$ cat src/rtl/core/pulse_burst_counter_and_pulse_train_defines.svh
// Assertion macros shared by the RTL.
`ifndef PULSE_BURST_COUNTER_AND_PULSE_TRAIN_DEFINES_SVH
`define PULSE_BURST_COUNTER_AND_PULSE_TRAIN_DEFINES_SVH

// Same-cycle implication, checked out of reset.
`define PBC_ASSERT_NOW(label, clk, rst, ante, cons, msg) \
  label: assert property (@(posedge clk) disable iff (rst) (ante) |-> (cons)) \
    else $error(msg);

// Next-cycle implication, checked out of reset.
`define PBC_ASSERT_NEXT(label, clk, rst, ante, cons, msg) \
  label: assert property (@(posedge clk) disable iff (rst) (ante) |=> (cons)) \
    else $error(msg);

`endif

$ cat src/rtl/core/pbc_pkg.sv
`timescale 1ns / 1ps

package pbc_pkg;

  typedef enum logic [1:0] {
    FUNC_TICK  = 2'd0,
    FUNC_EDGE  = 2'd1,
    FUNC_QUEUE = 2'd2,
    FUNC_NOP   = 2'd3
  } func_t;

  localparam int ADDR_W = 5;
  localparam int IDX_W  = 3;

  typedef enum logic [IDX_W-1:0] {
    REG_DEBOUNCE  = 3'd0,
    REG_TIMEOUT   = 3'd1,
    REG_LIMIT     = 3'd2,
    REG_PULSE_LOW = 3'd3,
    REG_PAUSE     = 3'd4
  } reg_idx_t;

  localparam logic [15:0] DEBOUNCE_RST  = 16'd10;
  localparam logic [15:0] TIMEOUT_RST   = 16'd100;
  localparam logic [7:0]  LIMIT_RST     = 8'd250;
  localparam logic [15:0] PULSE_LOW_RST = 16'd50;
  localparam logic [15:0] PAUSE_RST     = 16'd50;

  typedef struct packed {
    logic [15:0] debounce_ms;
    logic [15:0] burst_timeout_ms;
    logic [7:0]  burst_limit;
    logic [15:0] pulse_low_ms;
    logic [15:0] pulse_pause_ms;
  } cfg_t;

  typedef struct packed {
    logic [7:0]  credit_add;
    logic        output_level;
    logic [15:0] pending_pulses;
    logic [7:0]  burst_count;
  } result_t;

endpackage

$ cat src/rtl/core/pbc_regs.sv
`timescale 1ns / 1ps

module pbc_regs (
  input  logic                       clk,
  input  logic                       rst,
  input  logic                       psel,
  input  logic                       penable,
  input  logic                       pwrite,
  input  logic [pbc_pkg::ADDR_W-1:0] paddr,
  input  logic [31:0]                pwdata,
  output logic [31:0]                prdata,
  output pbc_pkg::cfg_t              cfg
);

  logic                 wr_en;
  pbc_pkg::reg_idx_t    idx;

  assign idx   = pbc_pkg::reg_idx_t'(paddr[pbc_pkg::ADDR_W-1:2]);
  assign wr_en = psel && penable && pwrite;

  always_ff @(posedge clk) begin
    if (rst) begin
      cfg.debounce_ms      <= pbc_pkg::DEBOUNCE_RST;
      cfg.burst_timeout_ms <= pbc_pkg::TIMEOUT_RST;
      cfg.burst_limit      <= pbc_pkg::LIMIT_RST;
      cfg.pulse_low_ms     <= pbc_pkg::PULSE_LOW_RST;
      cfg.pulse_pause_ms   <= pbc_pkg::PAUSE_RST;
    end else if (wr_en) begin
      case (idx)
        pbc_pkg::REG_DEBOUNCE:  cfg.debounce_ms      <= pwdata[15:0];
        pbc_pkg::REG_TIMEOUT:   cfg.burst_timeout_ms <= pwdata[15:0];
        pbc_pkg::REG_LIMIT:     cfg.burst_limit      <= pwdata[7:0];
        pbc_pkg::REG_PULSE_LOW: cfg.pulse_low_ms     <= pwdata[15:0];
        pbc_pkg::REG_PAUSE:     cfg.pulse_pause_ms   <= pwdata[15:0];
        default: ;  // unmapped, write dropped
      endcase
    end
  end

  always_comb begin
    case (idx)
      pbc_pkg::REG_DEBOUNCE:  prdata = {16'd0, cfg.debounce_ms};
      pbc_pkg::REG_TIMEOUT:   prdata = {16'd0, cfg.burst_timeout_ms};
      pbc_pkg::REG_LIMIT:     prdata = {24'd0, cfg.burst_limit};
      pbc_pkg::REG_PULSE_LOW: prdata = {16'd0, cfg.pulse_low_ms};
      pbc_pkg::REG_PAUSE:     prdata = {16'd0, cfg.pulse_pause_ms};
      default:                prdata = 32'd0;
    endcase
  end

endmodule

$ cat src/rtl/core/pbc_core.sv
`timescale 1ns / 1ps

module pbc_core (
  input  logic             clk,
  input  logic             rst,
  input  logic             fire,
  input  pbc_pkg::func_t   func,
  input  logic             startup_done,
  input  logic [15:0]      pulse_count,
  input  pbc_pkg::cfg_t    cfg,
  output pbc_pkg::result_t result
);

  logic [31:0] now_ms, now_ms_next;
  logic [31:0] last_edge_ms, last_edge_ms_next;
  logic [31:0] burst_end_ms, burst_end_ms_next;
  logic [7:0]  burst_edges, burst_edges_next;
  logic [15:0] queued_pulses, queued_pulses_next;
  logic        train_active, train_active_next;
  logic        in_pause, in_pause_next;
  logic [31:0] phase_start_ms, phase_start_ms_next;
  logic        level, level_next;

  logic [31:0] now_inc;
  logic [31:0] quiet_ms;
  logic [31:0] phase_elapsed;
  logic [31:0] since_edge;
  logic [16:0] queue_sum;
  logic [7:0]  credit;

  assign now_inc       = now_ms + 32'd1;
  assign quiet_ms      = now_inc - burst_end_ms;
  assign phase_elapsed = now_inc - phase_start_ms;
  assign since_edge    = now_ms - last_edge_ms;
  assign queue_sum     = {1'b0, queued_pulses} + {1'b0, pulse_count};

  always_comb begin
    now_ms_next         = now_ms;
    last_edge_ms_next   = last_edge_ms;
    burst_end_ms_next   = burst_end_ms;
    burst_edges_next    = burst_edges;
    queued_pulses_next  = queued_pulses;
    train_active_next   = train_active;
    in_pause_next       = in_pause;
    phase_start_ms_next = phase_start_ms;
    level_next          = level;
    credit              = 8'd0;

    case (func)
      pbc_pkg::FUNC_TICK: begin
        now_ms_next = now_inc;
        if (burst_edges != 8'd0 && quiet_ms > {16'd0, cfg.burst_timeout_ms}) begin
          credit           = burst_edges;
          burst_edges_next = 8'd0;
        end
        if (queued_pulses != 16'd0) begin
          if (!train_active) begin
            train_active_next   = 1'b1;
            in_pause_next       = 1'b0;
            level_next          = 1'b0;
            phase_start_ms_next = now_inc;
          end else if (!in_pause && phase_elapsed >= {16'd0, cfg.pulse_low_ms}) begin
            in_pause_next       = 1'b1;
            level_next          = 1'b1;
            phase_start_ms_next = now_inc;
          end else if (in_pause && phase_elapsed >= {16'd0, cfg.pulse_pause_ms}) begin
            queued_pulses_next = queued_pulses - 16'd1;
            in_pause_next      = 1'b0;
            level_next         = 1'b0;
            if (queued_pulses != 16'd1) begin
              phase_start_ms_next = now_inc;
            end else begin
              train_active_next = 1'b0;
            end
          end
        end else if (train_active) begin
          train_active_next = 1'b0;
          in_pause_next     = 1'b0;
          level_next        = 1'b0;
        end
      end
      pbc_pkg::FUNC_EDGE: begin
        if (startup_done && since_edge >= {16'd0, cfg.debounce_ms}) begin
          last_edge_ms_next = now_ms;
          burst_end_ms_next = now_ms;
          if (burst_edges < cfg.burst_limit) begin
            burst_edges_next = burst_edges + 8'd1;
          end
        end
      end
      pbc_pkg::FUNC_QUEUE: begin
        if (pulse_count != 16'd0) begin
          queued_pulses_next = queue_sum[16] ? 16'hFFFF : queue_sum[15:0];
        end
      end
      default: ;  // no-op item
    endcase
  end

  assign result.credit_add     = credit;
  assign result.output_level   = level_next;
  assign result.pending_pulses = queued_pulses_next;
  assign result.burst_count    = burst_edges_next;

  always_ff @(posedge clk) begin
    if (rst) begin
      now_ms         <= 32'd0;
      last_edge_ms   <= 32'd0;
      burst_end_ms   <= 32'd0;
      burst_edges    <= 8'd0;
      queued_pulses  <= 16'd0;
      train_active   <= 1'b0;
      in_pause       <= 1'b0;
      phase_start_ms <= 32'd0;
      level          <= 1'b0;
    end else if (fire) begin
      now_ms         <= now_ms_next;
      last_edge_ms   <= last_edge_ms_next;
      burst_end_ms   <= burst_end_ms_next;
      burst_edges    <= burst_edges_next;
      queued_pulses  <= queued_pulses_next;
      train_active   <= train_active_next;
      in_pause       <= in_pause_next;
      phase_start_ms <= phase_start_ms_next;
      level          <= level_next;
    end
  end

endmodule

$ cat src/rtl/core/pulse_burst_counter_and_pulse_train.sv
`timescale 1ns / 1ps
// Channel  | Handshake             | Payload
// ---------+-----------------------+-------------------------------------------
// in       | in_valid / in_ready   | func, startup_done, pulse_count
// out      | out_valid / out_ready | credit_add, output_level, pending_pulses,
//          |                       | burst_count
// cfg      | APB psel/penable      | paddr, pwdata, prdata, pready
//
// One item per cycle sustained while out_ready stays high. The input register
// takes the item at the accepting edge and the state update writes the result
// register once the result register can advance, which a stalled output
// delays; out_valid rises when the result register is written.
// The per-item throughput is set by the single state-update stage in pbc_core.
// Synchronous active-high reset clears the valid flags, block state and
// registers to defaults.
// A stalled output holds the result register; the input register then fills
// and in_ready drops until out_ready returns.

`include "pulse_burst_counter_and_pulse_train_defines.svh"

module pulse_burst_counter_and_pulse_train (
  input  logic                       clk,
  input  logic                       rst,
  // item input
  input  logic                       in_valid,
  output logic                       in_ready,
  input  logic [1:0]                 func,
  input  logic                       startup_done,
  input  logic [15:0]                pulse_count,
  // result output
  output logic                       out_valid,
  input  logic                       out_ready,
  output logic [7:0]                 credit_add,
  output logic                       output_level,
  output logic [15:0]                pending_pulses,
  output logic [7:0]                 burst_count,
  // configuration
  input  logic                       psel,
  input  logic                       penable,
  input  logic                       pwrite,
  input  logic [pbc_pkg::ADDR_W-1:0] paddr,
  input  logic [31:0]                pwdata,
  output logic [31:0]                prdata,
  output logic                       pready
);

  // Input register stage
  logic                stage_valid;
  pbc_pkg::func_t      stage_func;
  logic                stage_startup;
  logic [15:0]         stage_count;

  logic                advance;   // result register can take a new item
  logic                fire;      // staged item is processed this cycle
  pbc_pkg::cfg_t       cfg;
  pbc_pkg::result_t    result;

  assign pready   = 1'b1;
  assign advance  = !out_valid || out_ready;
  assign in_ready = !stage_valid || advance;
  assign fire     = stage_valid && advance;

  pbc_regs u_regs (
    .clk     (clk),
    .rst     (rst),
    .psel    (psel),
    .penable (penable),
    .pwrite  (pwrite),
    .paddr   (paddr),
    .pwdata  (pwdata),
    .prdata  (prdata),
    .cfg     (cfg)
  );

  pbc_core u_core (
    .clk          (clk),
    .rst          (rst),
    .fire         (fire),
    .func         (stage_func),
    .startup_done (stage_startup),
    .pulse_count  (stage_count),
    .cfg          (cfg),
    .result       (result)
  );

  always_ff @(posedge clk) begin
    if (rst) begin
      stage_valid <= 1'b0;
    end else if (in_ready) begin
      stage_valid <= in_valid;
    end
  end

  always_ff @(posedge clk) begin
    if (in_valid && in_ready) begin
      stage_func    <= pbc_pkg::func_t'(func);
      stage_startup <= startup_done;
      stage_count   <= pulse_count;
    end
  end

  // Result register: loads when the staged item is processed, holds on stall.
  always_ff @(posedge clk) begin
    if (rst) begin
      out_valid <= 1'b0;
    end else if (advance) begin
      out_valid <= stage_valid;
    end
  end

  always_ff @(posedge clk) begin
    if (fire) begin
      credit_add     <= result.credit_add;
      output_level   <= result.output_level;
      pending_pulses <= result.pending_pulses;
      burst_count    <= result.burst_count;
    end
  end

  // A finished burst is always cleared in the same item.
  `PBC_ASSERT_NOW(a_credit_clears_burst, clk, rst, out_valid && credit_add != 8'd0, burst_count == 8'd0, "credit handed out but burst not cleared")
  // The output is high only during a pause, which needs a queued pulse.
  `PBC_ASSERT_NOW(a_high_needs_queue, clk, rst, out_valid && output_level, pending_pulses != 16'd0, "output high with empty queue")
  // Input back-pressure only comes from a stalled, full result register.
  `PBC_ASSERT_NOW(a_ready_low_cause, clk, rst, !in_ready, stage_valid && out_valid && !out_ready, "in_ready low without a stall")
  // An accepted item is always staged on the next cycle.
  `PBC_ASSERT_NEXT(a_accept_staged, clk, rst, in_valid && in_ready, stage_valid, "accepted item not staged")

endmodule

$ cat config.mk
export PLATFORM = sky130hd
export DESIGN_NAME = pulse_burst_counter_and_pulse_train
export DESIGN_NICKNAME = d
export VERILOG_FILES = /design/src/rtl/core/pbc_pkg.sv /design/src/rtl/core/pbc_regs.sv /design/src/rtl/core/pbc_core.sv /design/src/rtl/core/pulse_burst_counter_and_pulse_train.sv
export VERILOG_INCLUDE_DIRS = /design/src /design/src/rtl/core
export SDC_FILE = /design/constraint.sdc
export NUM_CORES = 1
export LEC_CHECK = 0
export BUFFER_PORTS_ARGS = -buffer_cell sky130_fd_sc_hd__buf_4
export CORE_AREA = 4 4 232 234
export DETAILED_ROUTE_END_ITERATION = 6
export DIE_AREA = 0 0 236 238
export PLACE_DENSITY = 0.59
export RECOVER_POWER = 100
export SLEW_MARGIN = 30
export SYNTH_ARGS = -nofsm -noshare
export SYNTH_HDL_FRONTEND = slang
export SYNTH_SLANG_ARGS = --single-unit
$ cat constraint.sdc
create_clock -name clk -period 5.6 [get_ports clk]
set_clock_uncertainty 0.15 [all_clocks]
set_input_delay 1.12 -clock clk [delete_from_list [all_inputs] [get_ports clk]]
set_output_delay 1.12 -clock clk [all_outputs]
set_load 0.03 [all_outputs]
======== Yosys cells after proc, flatten, opt, wreduce, memory -nomap -nowiden ========
Cells that the tools add are included.
word-level totals
  output and inout port bits .............. 68
  word-level logic and storage cells ...... 105
  input bits .............................. 63
  register bits after elaboration ......... 249
operators by class
  reductions and logical operators ........ 29
  add/sub/neg operators ................... 7
  multiplexer cells ....................... 32
  eq/ne operators ......................... 10
  magnitude comparators ................... 5
operators by type and width
  operator               number
  $mux 32                4
  $ge 32x16->1           3
  $mux 16                6
  $sub 32x32->32         3
  $pmux 16 s5            1
  $add 32x1->32 const B  1
  $gt 32x16->1           1
  $pmux 16 s2            1
  $reduce_bool 16->1     2
  $mux 8                 3
  $add 16x16->17         1
  $mux 1                 16
  $ne 16x1->1 const B    1
  $pmux 8 s2             1
  $sub 16x1->16 const B  1
  $reduce_and 2->1       7
  $add 8x1->8 const B    1
  $logic_and 1x1->1      8
  $lt 8x8->1             1
  $reduce_bool 8->1      1
  $eq 3x2->1 const B     2
  $ne 3x3->1 const B     2
  $reduce_and 5->1       1
  $ne 4x4->1 const B     1
  11 further kinds       14

======== Longest topological paths before layout ========
Gate-level depths: netlist (run 1).
  depth in word-level cells ............... 9
  mapped depth ............................ 28
  depth with buffers taken out ............ 26

======== Hierarchy ========
From an unflattened synthesis (run 1), not the netlist that was laid out.
unflattened totals
  cells, all modules ...................... 2464
  area total of the unflattened synthesis .. 20039.2 sq um
by module, submodules not included
  module                               instances  area each (sq um)  sequential area each (sq um)  cells each
  pbc_core                             1          14766.7            2462.4                        2034
  pbc_regs                             1          3595.9             1441.4                        366
  pulse_burst_counter_and_pulse_train  1          1676.6             1601.5                        64

======== Least setup slack after synthesis (run 1) ========
Ideal clock, no wire load.
  path type ............................... reg2reg
  from .................................... register u_core.now_ms[1]
  to ...................................... register burst_count[0], data pin
  path slack .............................. -0.264 ns
  path buffers ............................ 3
  setup time .............................. 0.148 ns
  arrival time ............................ 5.565 ns
  cell stages (with the launch flop) ...... 28
  cell sequence ........................... dfxtp_1 -> ha_1 -> and3_1 -> and3_1 -> clkbuf_1 -> nand2_1 -> nor2_1 -> and3_1 -> clkbuf_1 -> xor2_1 -> ha_1 -> clkbuf_1 -> a21oi_1 -> and2_1 -> o21ai_0 -> xor2_1 -> ha_1 -> nand4_1 -> nor2_1 -> a221o_1 -> o31a_1 -> nor4_1 -> o211ai_1 -> a2111oi_4 -> nand4_2 -> and3_4 -> nand2b_1 -> mux2i_1
RTL lines
  element                 RTL line                                    RTL
  start, declared         pbc_core.sv:14                              logic [31:0] now_ms, now_ms_next;
  start signal, assigned  pbc_core.sv:117                             now_ms <= now_ms_next;
  end signal, assigned    pulse_burst_counter_and_pulse_train.sv:116  burst_count <= result.burst_count;
  end, declared           pulse_burst_counter_and_pulse_train.sv:36   output logic [7:0] burst_count,

======== Worst setup path after layout (run 1) ========
  from .................................... register u_core.now_ms[1]
  to ...................................... register u_core.queued_pulses[14]
between the ends
  longest elaborated chain between the ends .. 9
RTL lines
  element                RTL line         RTL
  $add 32x1->32 (*)      pbc_core.sv:31   assign now_inc = now_ms + 32'd1;
  net u_core.now_inc[6]  pbc_core.sv:24   logic [31:0] now_inc;
  $sub 32x32->32 (*)     pbc_core.sv:33   assign phase_elapsed = now_inc - phase_start_ms;
  $ge 32x16->1           pbc_core.sv:66   end else if (in_pause && phase_elapsed >= {16'd0, cfg.pulse_pause_ms}) begin
  $logic_and 1x1->1      pbc_core.sv:66
  $mux 16                pbc_core.sv:66
  $mux 16 (*)            pbc_core.sv:62   end else if (!in_pause && phase_elapsed >= {16'd0, cfg.pulse_low_ms}) begin
  $mux 16 (*)            pbc_core.sv:57   if (!train_active) begin
  $mux 16 (*)            pbc_core.sv:56   if (queued_pulses != 16'd0) begin
  $pmux 16 s2 (*)        pbc_core.sv:49   case (func)
  end signal, assigned   pbc_core.sv:121  queued_pulses <= queued_pulses_next;
  end, declared          pbc_core.sv:18   logic [15:0] queued_pulses, queued_pulses_next;
Mark *: on every way through the listed nets, which the timed path passes. The rest lies on a longest branch.
A chain may end at the register's enable or synchronous reset.

==> impl_results.md, run 1 <==
* Layout cells sized above 1 at 0.188
* Post-Layout Inst Area at between 20000 and 30000 sq um
* FMAX at around 180 MHz
* Non-filler instance count after layout at between 3k and 4k
* Met3 WL at 3.61 mm
* Post-DP HPWL at 52.9 mm
* WP buf/inv at 3
* Initial antenna violation count at 1
* Number of max-cap violations at 3
* Pre-CTS WS at -474 ps
* Hold_sp: u_regs.cfg[8]
* Post-synthesis sequential area ratio at 0.268
* Pins Over Slew Limit at 187
* DR iter-0 viols at approximately 1.6k
* Residual DRC at 0
* Crit path time final at 5630 ps
* Total CTS buffers at 30
* Largest stage delay, worst path at ~360 ps
* Rows at 84
* Crit path from: u_core.now_ms[1]
* CTS max path bufs at 3
* CTS clk-pin slew, worst paths at ~60 ps
* WL met1 at 30.5 mm
* Fin. Hold Viols at 0
* Routed WL at between 60 and 70 mm
* Post-synth EDFFs at between 50 and 60
* CP required at roughly 5700 ps
* CTS Root Cell: clkbuf_16
* Mapped cell area at 20500 sq um
* Area contributors post-synth: dfxtp_1 (19%), ha_1 (11%), edfxtp_1 (7.6%)
* Nets at ~3.2k
* DR pass1 iterations at 7
* Height of the chip at between 200 and 250 um
* Hold Crit Class: flop to flop
* Status: finished with violations
* Setup slack after layout at -26.5 ps
* PortBufs at between 90 and 100
* Slew HR at -1.90
* GRT Total Usage at 0.227
* Final Core Density at 0.487
* WL met2 at 32.8 mm
* Clock latency at the later pin of the worst-skew pair at 590 ps
* Worst Path Max Fanout at 5
* Worst VDD drop at between 0.0002 and 0.00025 V
* Setup-failing EPs final at 6
* Commonest cells after routing, fill and taps aside: nand2_1 (308), buf_4 (272), nor2_1 (240), a21oi_1 (218), dfxtp_1 (194)
* YS warnings at 0
* ANT cells at 0
* Ys flop type: dfxtp_1
* Post-DR wirelength/cell at ~19 um
* Synth top area share at 0.192
* Setup crit end kind: flop
* Post-synth top area cell: dfxtp_1
* H-tree depth at 1
* IO Pins at approximately 130
* Power Density at approximately 180 nW/um^2
* Most common cell after layout, fill and taps aside: nand2_1
* Synth Area per Inst at 7.72 sq um
* Routed Antenna Nets at 0
* DR top layer: met5
* #FFs+latches synth at 249
* Post-synthesis async set-or-reset flop share at 0
* Number of hold buffers added after CTS at 0
* Worst-Margin Slew at 4350 ps
* DIE AREA at 56200 sq um
* Tcrit/Tclk final at 1.00
* Count of clock tree sinks at 249
* CP arrival at between 5000 and 6000 ps
* Lkg Pwr at between 10 and 15 nW
* Core region area at around 52000 sq um
* R2R Path Start: u_core.now_ms[1]
* Placed cell area at 23300 sq um
* GRT overflow at 0
* Vias per std cell at 5.62
* Final GP Congestion at roughly 0.9
* Largest net degree at the start of global routing at between 100 and 150
* Vias in the first global route at between 15k and 20k
* Global-route wire length before repair at approximately 100 mm
* Critical path class: flop to flop
* CP top delay family: compound AO/OA/AOI/OAI gates
* RSZ-0062 raised after global routing: yes
* CP max-delay cell: dfxtp_4
* Mapped Cells at 2661
* P&R area growth vs syn at 23.3%
* Synth cell types at 106
* Initial Utilization at 0.395
* Crit start category: flop
* Dpl cells at between 3k and 4k
* CTS tree: yes
* Die width at approximately 240 um
* Failing checks: max-capacitance violations, max-slew violations, negative setup slack
* Via count at slightly above 20k
per-layer routing:
| layer | track usage | up-vias |
|---|---|---|
| met4 | 0.0753 | 2 |
| met2 | 0.385 | 540 |
| li1 | - | 9990 |
| met5 | 0 | - |
| met1 | 0.302 | 9745 |
| met3 | 0.0274 | 106 |
per-stage QoR:
step	hold WS [ps]	TNS, ps	total power [mW]
final	322	-95.0	4.61
after global routing	342	-21680	4.78
after CTS	326	-104	4.62
after detailed placement	317	-10120	2.53
after global placement	311	-5290	2.52
after floorplan	299	0	2.32
final cells by class:
class | count | area, sq um
multi-input cells | 2099 | 14600
fillers | 5117 | 26700
flip-flops and latches | 249 | 5510
repair buffers | 364 | 2690
inverters | 170 | 638
clock buffers | 45 | 908
clock inverters | 10 | 145
well taps | 688 | 861
cells in the mapped netlist (all sizes together) (7+ instances only):
cell type	number
a2111oi	8
a211o	9
a211oi	15
a21boi	10
a21o	40
a21oi	237
a22oi	17
a31oi	25
and2	19
and3	31
and4	13
buf	43
clkbuf	115
dfxtp	197
edfxtp	52
ha	186
inv	170
mux2i	88
nand2	315
nand2b	36
nand3	69
nand4	53
nor2	253
nor2b	23
nor3	56
nor3b	11
nor4	18
o2111ai	9
o211ai	45
o21a	30
o21ai	152
o21bai	13
o221ai	15
o22ai	21
o31ai	17
or2	11
or3	26
or4	7
xnor2	64
xor2	60
tightest hold or removal path: stages (launching register included):
cell and delay, ps:
dfxtp_1 320, nand2_1 50, a21oi_1 50
power by group:
group	internal, mW	switching [mW]	total, mW
clock	1.25	0.824	2.08
combinational	0.235	0.390	0.626
sequential	1.87	0.0354	1.91
logic make-up after synthesis:
kind of cell | share of synthesized area
simple gates | 0.227
compound gates | 0.222
buf+inv | 0.0669
flops | 0.268
fa+ha+maj | 0.117
xor+xnor | 0.0532
mux | 0.0456
other cells | 0.000365
path summary, 6_finish.rpt:
check / end / cells after the start / slack, ps
setup reg to reg: u_core.queued_pulses[14] / 25 / -30
hold / removal: u_regs.cfg[8] / 2 / 320
hold reg to reg: u_regs.cfg[8] / 2 / 320
setup / recovery: u_core.queued_pulses[14] / 25 / -30
state kept, by name (all words and copies together) (netlist names), 8 cells and up:
name and flops:
burst_count 8, stage_count 16, u_core.last_edge_ms 32, u_core.burst_edges 8, u_regs.cfg 72, u_core.phase_start_ms 32, pending_pulses 16, u_core.now_ms 32
u_core.queued_pulses 16, credit_add 8
what timing repair did:
action	CTS	global route
pin swaps	31	60
cloned	0	7
gates resized for setup	35	156
setup buffers	6	16
hold endpoints to repair	0	0
endpoints found under the setup margin	109	124
(Power assumes the default switching activity.)
==> run 2: changes to the inputs <==
--- a/config.mk
+++ b/config.mk
@@ -10,7 +10,7 @@
 export CORE_AREA = 4 4 232 234
 export DETAILED_ROUTE_END_ITERATION = 6
 export DIE_AREA = 0 0 236 238
-export PLACE_DENSITY = 0.59
+export PLACE_DENSITY = 0.69
 export RECOVER_POWER = 100
 export SLEW_MARGIN = 30
 export SYNTH_ARGS = -nofsm -noshare
==> run 2 against run 1 <==
The flow still finishes with violations (max-capacitance violations, max-slew violations, negative setup slack). Sequential power about the same. Core utilization down 1.2 points. Total power down 2.2%. Die area unchanged. First-iteration DRC count up 24%. Wire length down 7.2%. Non-clock buffer count down 25. Global-route usage down 1.2 points. Sequential share of layout area up 0.55 points. Critical path type unchanged. Largest cell class unchanged. Highest routed layer unchanged.
==> impl_results.md, run 2 (synthesized netlist as in run 1, its figures left out) <==
* GRT Total Usage at 0.215
* Worst VDD drop at approximately 0.00026 V
* Vias per std cell at between 5 and 6
* Layout cells sized above 1 at 0.167
* Critical path class: flop to flop
* CP max-delay cell: ha_2
* Post-DP HPWL at between 40 and 50 mm
* Cell-internal power at ~3.3 mW
* Hold WS at 321 ps
* Post-DR wirelength/cell at between 15 and 20 um
* Cell mode on critical path: buf_4
* Tcrit/Tclk final at 1.02
* Rows at between 80 and 90
* Failing checks: max-capacitance violations, max-slew violations, negative setup slack
* Vias in the first global route at around 19k
* Max reg flops at a little over 70
* Largest stage delay, worst path at between 400 and 500 ps
* Routed WL at 64.1 mm
* Fin. Hold Viols at 0
* WP buf/inv at 7
* Final Core Density at 0.475
* Pins Over Slew Limit at approximately 260
* GRT overflow at 0
* Crit path time final at between 5000 and 6000 ps
* Largest net degree at the start of global routing at 75
* ANT cells at 0
* Placed cell area at roughly 23000 sq um
* Clk pwr share at 0.440
* Top reg by flops: u_regs.cfg
* Power Total at around 4.5 mW
* Worst-Margin Slew at around 3500 ps
* Setup crit end kind: flop
* Total CTS buffers at 28
* Setup-failing EPs final at 51
* CTS max path bufs at 3
* Switching pwr at 1.22 mW
* Die width at 236 um
* Crit start category: flop
* Hold Crit Class: flop to flop
* DR pass1 iterations at 6
* Clock latency at the later pin of the worst-skew pair at roughly 570 ps
* DR iter-0 viols at just over 2k
* Via count at slightly above 20k
* CP top delay family: simple AND/OR/NAND/NOR gates
* Core region area at ~52000 sq um
* Residual DRC at 0
* P&R area growth vs syn at 20.2%
* Status: finished with violations
* CP required at between 5000 and 6000 ps
* FMAX at approximately 170 MHz
* Post-Layout Inst Area at approximately 25000 sq um
* IO Pins at between 100 and 150
* CTS tree: yes
* Commonest cells after routing, fill and taps aside: nand2_1 (311), buf_4 (262), nor2_1 (248), a21oi_1 (218), dfxtp_1 (195)
* CP arrival at 5910 ps
* Lkg Pwr at between 10 and 15 nW
* Nets at ~3.1k
* Count of clock tree sinks at roughly 250
* Global-route wire length before repair at approximately 100 mm
* PortBufs at 95
* Initial Utilization at 0.395
* DIE AREA at around 56000 sq um
* CTS clk-pin slew, worst paths at roughly 70 ps
* Final GP Congestion at about 0.95
* Pre-CTS WS at -425 ps
* Slew HR at -1.34
* CTS Root Cell: clkbuf_16
* RSZ-0062 raised after global routing: yes
* Height of the chip at ~240 um
* Most common cell after layout, fill and taps aside: nand2_1
* Power Density at 183 nW/um^2
* Comb pwr share at 0.137
* Setup slack after layout at -123 ps
* Number of hold buffers added after CTS at 0
* H-tree depth at 1
* Routed Antenna Nets at 0
* Switching Fraction at 0.271
* Worst Path Max Fanout at 31
* Initial antenna violation count at 1
* Number of max-cap violations at 5
* Reg power frac at 0.423
run 2: cell types whose count changed in the layout (fill, tap and decap cells not counted), sizes merged:
cell | before | now
dlygate4sd2 | 1 | 0
clkinvlp | 2 | 4
clkinv | 5 | 10
buf | 285 | 265
inv | 170 | 169
clkbuf | 123 | 108
bufinv | 3 | 4
run 2: power by group through the flow:
stage | sequential (mW) | clock [mW] | combinational [mW]
3_3_place_gp | 1.94 | 0 | 0.591
6_report | 1.91 | 1.99 | 0.616
3_5_place_dp | 1.94 | 0 | 0.595
4_1_cts | 1.91 | 2.01 | 0.607
5_1_grt | 1.91 | 2.09 | 0.667
2_1_floorplan | 1.96 | 0 | 0.366
run 2: worst register-to-register path, cell delays in order (launching register included):
cell and delay (ps):
dfxtp_2 360, buf_4 150, nand3_2 100, buf_4 190
nor2_4 130, and3_4 200, buf_4 100, and3_2 230
xor2_1 130, buf_4 180, ha_2 410, nand2_1 170
nor4_1 370, buf_4 180, o211ai_2 210, a31oi_1 280
nand3_1 160, a211oi_1 230, nand4_1 190, nor4b_2 300
buf_4 200, nor3b_4 260, a31oi_4 130, buf_12 190
mux2i_1 240, nor2_1 50
run 2: metal layers:
| metal | vias up | part of all wire | track usage |
|---|---|---|---|
| met2 | 701 | 0.45 | 0.352 |
| met3 | 141 | 0.073 | 0.0391 |
| met5 | - | 0.00020 | 0 |
| met1 | 9523 | 0.43 | 0.285 |
| met4 | 2 | 0.042 | 0.0804 |
| li1 | 9968 | - | - |
run 2: final timing paths:
kind / end / cells after the start / slack, ps / from
max reg2reg: u_core.phase_start_ms[20] / 25 / -120 / u_core.now_ms[1]
max: u_core.phase_start_ms[20] / 25 / -120 / u_core.now_ms[1]
min reg2reg: u_regs.cfg[3] / 2 / 320 / u_regs.cfg[3]
min: u_regs.cfg[3] / 2 / 320 / u_regs.cfg[3]
run 2: per-stage QoR:
| stage | TNS (ps) | std cells |
|---|---|---|
| 2_1_floorplan | 0 | 2676 |
| 3_3_place_gp | -8790 | 3529 |
| 3_5_place_dp | -15120 | 3529 |
| 4_1_cts | -11.5 | 3586 |
| 5_1_grt | -25390 | 3596 |
| 6_report | -3200 | 3596 |
run 2: area by class of cell:
class,instances,area (sq um)
fill,5071,27300
multi-input combinational,2099,14300
sequential,249,5510
timing repair buffer,339,2370
tap,688,861
clock buffer,34,795
inverter,170,638
clock inverter,17,198
run 2: repair_timing:
item                                   CTS  global route
buffers inserted                         6            10
cloned                                   0             0
endpoints found under the hold margin    0             0
setup endpoints to repair               92           124
gates resized for setup                 40            85
pin swaps                               22            26
==> run 3: changes to the inputs <==
--- a/config.mk
+++ b/config.mk
@@ -7,10 +7,12 @@
 export NUM_CORES = 1
 export LEC_CHECK = 0
 export BUFFER_PORTS_ARGS = -buffer_cell sky130_fd_sc_hd__buf_4
+export CELL_PAD_IN_SITES_DETAIL_PLACEMENT = 1
+export CELL_PAD_IN_SITES_GLOBAL_PLACEMENT = 1
 export CORE_AREA = 4 4 232 234
 export DETAILED_ROUTE_END_ITERATION = 6
 export DIE_AREA = 0 0 236 238
-export PLACE_DENSITY = 0.69
+export PLACE_DENSITY = 0.85
 export RECOVER_POWER = 100
 export SLEW_MARGIN = 30
 export SYNTH_ARGS = -nofsm -noshare
==> run 3 against run 2 <==
The flow still finishes with violations (max-capacitance violations, max-slew violations, negative setup slack). Cell area grew 5.8%. Critical path depth up 1. Worst hold slack improved by 2.7 ps. Critical path type unchanged. Highest routed layer is now met4. Clock power grew 2%. Wire length increased by 37%. Via count rose by 9.5%. Non-clock buffer count is 45 higher. Total power rose by 4.7%. Combinational power rose by 27%. Core utilization is 2.8 points higher. Maximum frequency shrank 4.9%. Sequential cell count stayed put.
==> impl_results.md, run 3 (synthesized netlist as in run 1, its figures left out) <==
* Setup TNS at -19080 ps
* Comb pwr share at 0.166
* Vias per std cell at 6.10
* ANT cells at 0
* FMAX at 166 MHz
* Initial Utilization at 0.395
* Power Density at around 180 nW/um^2
* Hold Crit Class: flop to flop
* Met2 usage at 0.481
* Global-route wire length before repair at around 130 mm
* Die width at ~240 um
* Setup-failing EPs final at 91
* GRT overflow at 0
* PortBufs at 95
* Crit path to: burst_count[5]
* Setup crit end kind: flop
* Largest stage delay, worst path at approximately 460 ps
* H-tree depth at 1
* Non-filler instance count after layout at ~3.6k
* Layout cells sized above 1 at 0.219
* DR iter-0 viols at roughly 2k
* Slew HR at -0.541
* Pins Over Slew Limit at between 60 and 70
* Post-DR wirelength/cell at 24.1 um
* CP max-delay cell: or4_4
* Reg power frac at 0.405
* Post-DP HPWL at 60.1 mm
* CP required at slightly below 6000 ps
* Worst reg2reg path depth at 26
* Hold WS at about 320 ps
* Post-Layout Inst Area at between 20000 and 30000 sq um
* Tcrit/Tclk final at 1.07
* Placed cell area at about 23000 sq um
* DIE AREA at 56200 sq um
* DR pass1 iterations at 5
* Dpl cells at between 3k and 4k
* GRT met3 Usage at 0.0280
* Max reg flops at ~70
* Switching Fraction at 0.300
* Pre-CTS WS at -757 ps
* CTS clk-pin slew, worst paths at 60 ps
* Failing checks: max-capacitance violations, max-slew violations, negative setup slack
* Total CTS buffers at 31
* Crit path from: u_core.now_ms[1]
* Commonest cells after routing, fill and taps aside: nand2_1 (298), buf_4 (273), nor2_1 (237), a21oi_1 (207), dfxtp_1 (193)
* Crit start category: flop
* Initial antenna violation count at 0
* Cell-internal power at roughly 3.3 mW
* IO Pins at roughly 130
* Number of hold buffers added after CTS at 0
* Via count at 22.3k
* Largest net degree at the start of global routing at 65
* Worst R2R End: burst_count[5]
* GRT Total Usage at 0.275
* Clock latency at the later pin of the worst-skew pair at between 600 and 700 ps
* RSZ-0062 raised after global routing: yes
* Status: finished with violations
* Vias in the first global route at ~23k
* Power Total at between 4 and 5 mW
* Number of max-cap violations at 2
* Nets at between 3k and 4k
* Lkg Pwr at 11.3 nW
* Final GP Congestion at 0.942
* Residual DRC at 0
* Busiest layer in global routing: met2
* Switching pwr at between 1 and 1.5 mW
* CTS max path bufs at 3
* Reg2reg setup slack at -420 ps
* CP arrival at around 6300 ps
* Met1 usage at 0.342
* Setup slack after layout at -419 ps
* Clk pwr share at 0.429
* R2R Path Start: u_core.now_ms[1]
* Rows at 84
* Worst VDD drop at ~0.00022 V
* P&R area growth vs syn at 27.2%
* Height of the chip at around 240 um
* Crit path time final at between 6000 and 7000 ps
* Top reg by flops: u_regs.cfg
* CTS tree: yes
* Core region area at ~52000 sq um
* Critical path class: flop to flop
* CTS Root Cell: clkbuf_16
* Routed Antenna Nets at 0
* Most common cell after layout, fill and taps aside: nand2_1
* Count of clock tree sinks at 249
* Final Core Density at 0.502
* Fin. Hold Viols at 0
* Worst-Margin Slew at 2310 ps
* Routed WL at roughly 88 mm
* Worst Path Max Fanout at 4
* Cell mode on critical path: nand4_1
==> run 3: cell types whose count changed in the layout (fill, tap and decap cells not counted), moves of 8 or more <==
cell and change:
buf_4 +11, buf_6 +26, nand2_1 -13, o21ai_1 +10, ha_1 -10, o21ai_0 -16
xor2_2 +8, nand3_4 +9, xor2_1 -8, nor2_1 -11, nand3_1 -9, a21oi_1 -11
==> run 3: critical path, delay by kind of cell, from the launching register on <==
kind                       cells  cell delay [ps]
and+or+nand+nor               13             2290
xor gates and xnor gates       2              400
AOI/OAI and AO/OA              7             1750
DFF                            1              370
adders and majority gates      2              560
buffers and inverters          2              310
==> run 3: worst min path at each step <==
stage	slack, ps	cells after the start	from	endpoint
after floorplan	300	2	u_regs.cfg[64]	u_regs.cfg[64]
after global placement	310	2	u_regs.cfg[11]	u_regs.cfg[11]
after detailed placement	320	2	u_regs.cfg[30]	u_regs.cfg[30]
after CTS	320	2	u_regs.cfg[30]	u_regs.cfg[30]
after global routing	350	2	u_regs.cfg[29]	u_regs.cfg[29]
final	320	2	u_regs.cfg[30]	u_regs.cfg[30]
==> run 3: area by class of cell <==
| cell class | count | area (sq um) |
|---|---|---|
| fillers | 6218 | 25900 |
| multi-input cells | 2099 | 15200 |
| flip-flops and latches | 249 | 5520 |
| repair buffers | 384 | 2900 |
| well taps | 688 | 861 |
| clock buffers | 39 | 826 |
| inverters | 170 | 638 |
| clock inverters | 18 | 164 |
==> run 3: metal layers <==
layer  up-vias  wire length [um]
met5         -                 0
met4         0              5300
met3       275              4790
met2       855             42400
met1     11102             35400
li1      10028                 -
==> run 3: repair_timing <==
action	in CTS	in global routing
gates cloned	0	5
pin swaps	63	90
resized for setup	125	220
endpoints found under the setup margin	92	124
setup buffers	17	34
==> run 3: power groups by stage <==
stage | registers, mW | logic, mW | clock network, mW
final | 1.91 | 0.784 | 2.03
after global routing | 1.91 | 0.824 | 2.12
after CTS | 1.91 | 0.669 | 2.03
after detailed placement | 1.95 | 0.627 | 0
after global placement | 1.94 | 0.595 | 0
after floorplan | 1.96 | 0.366 | 0
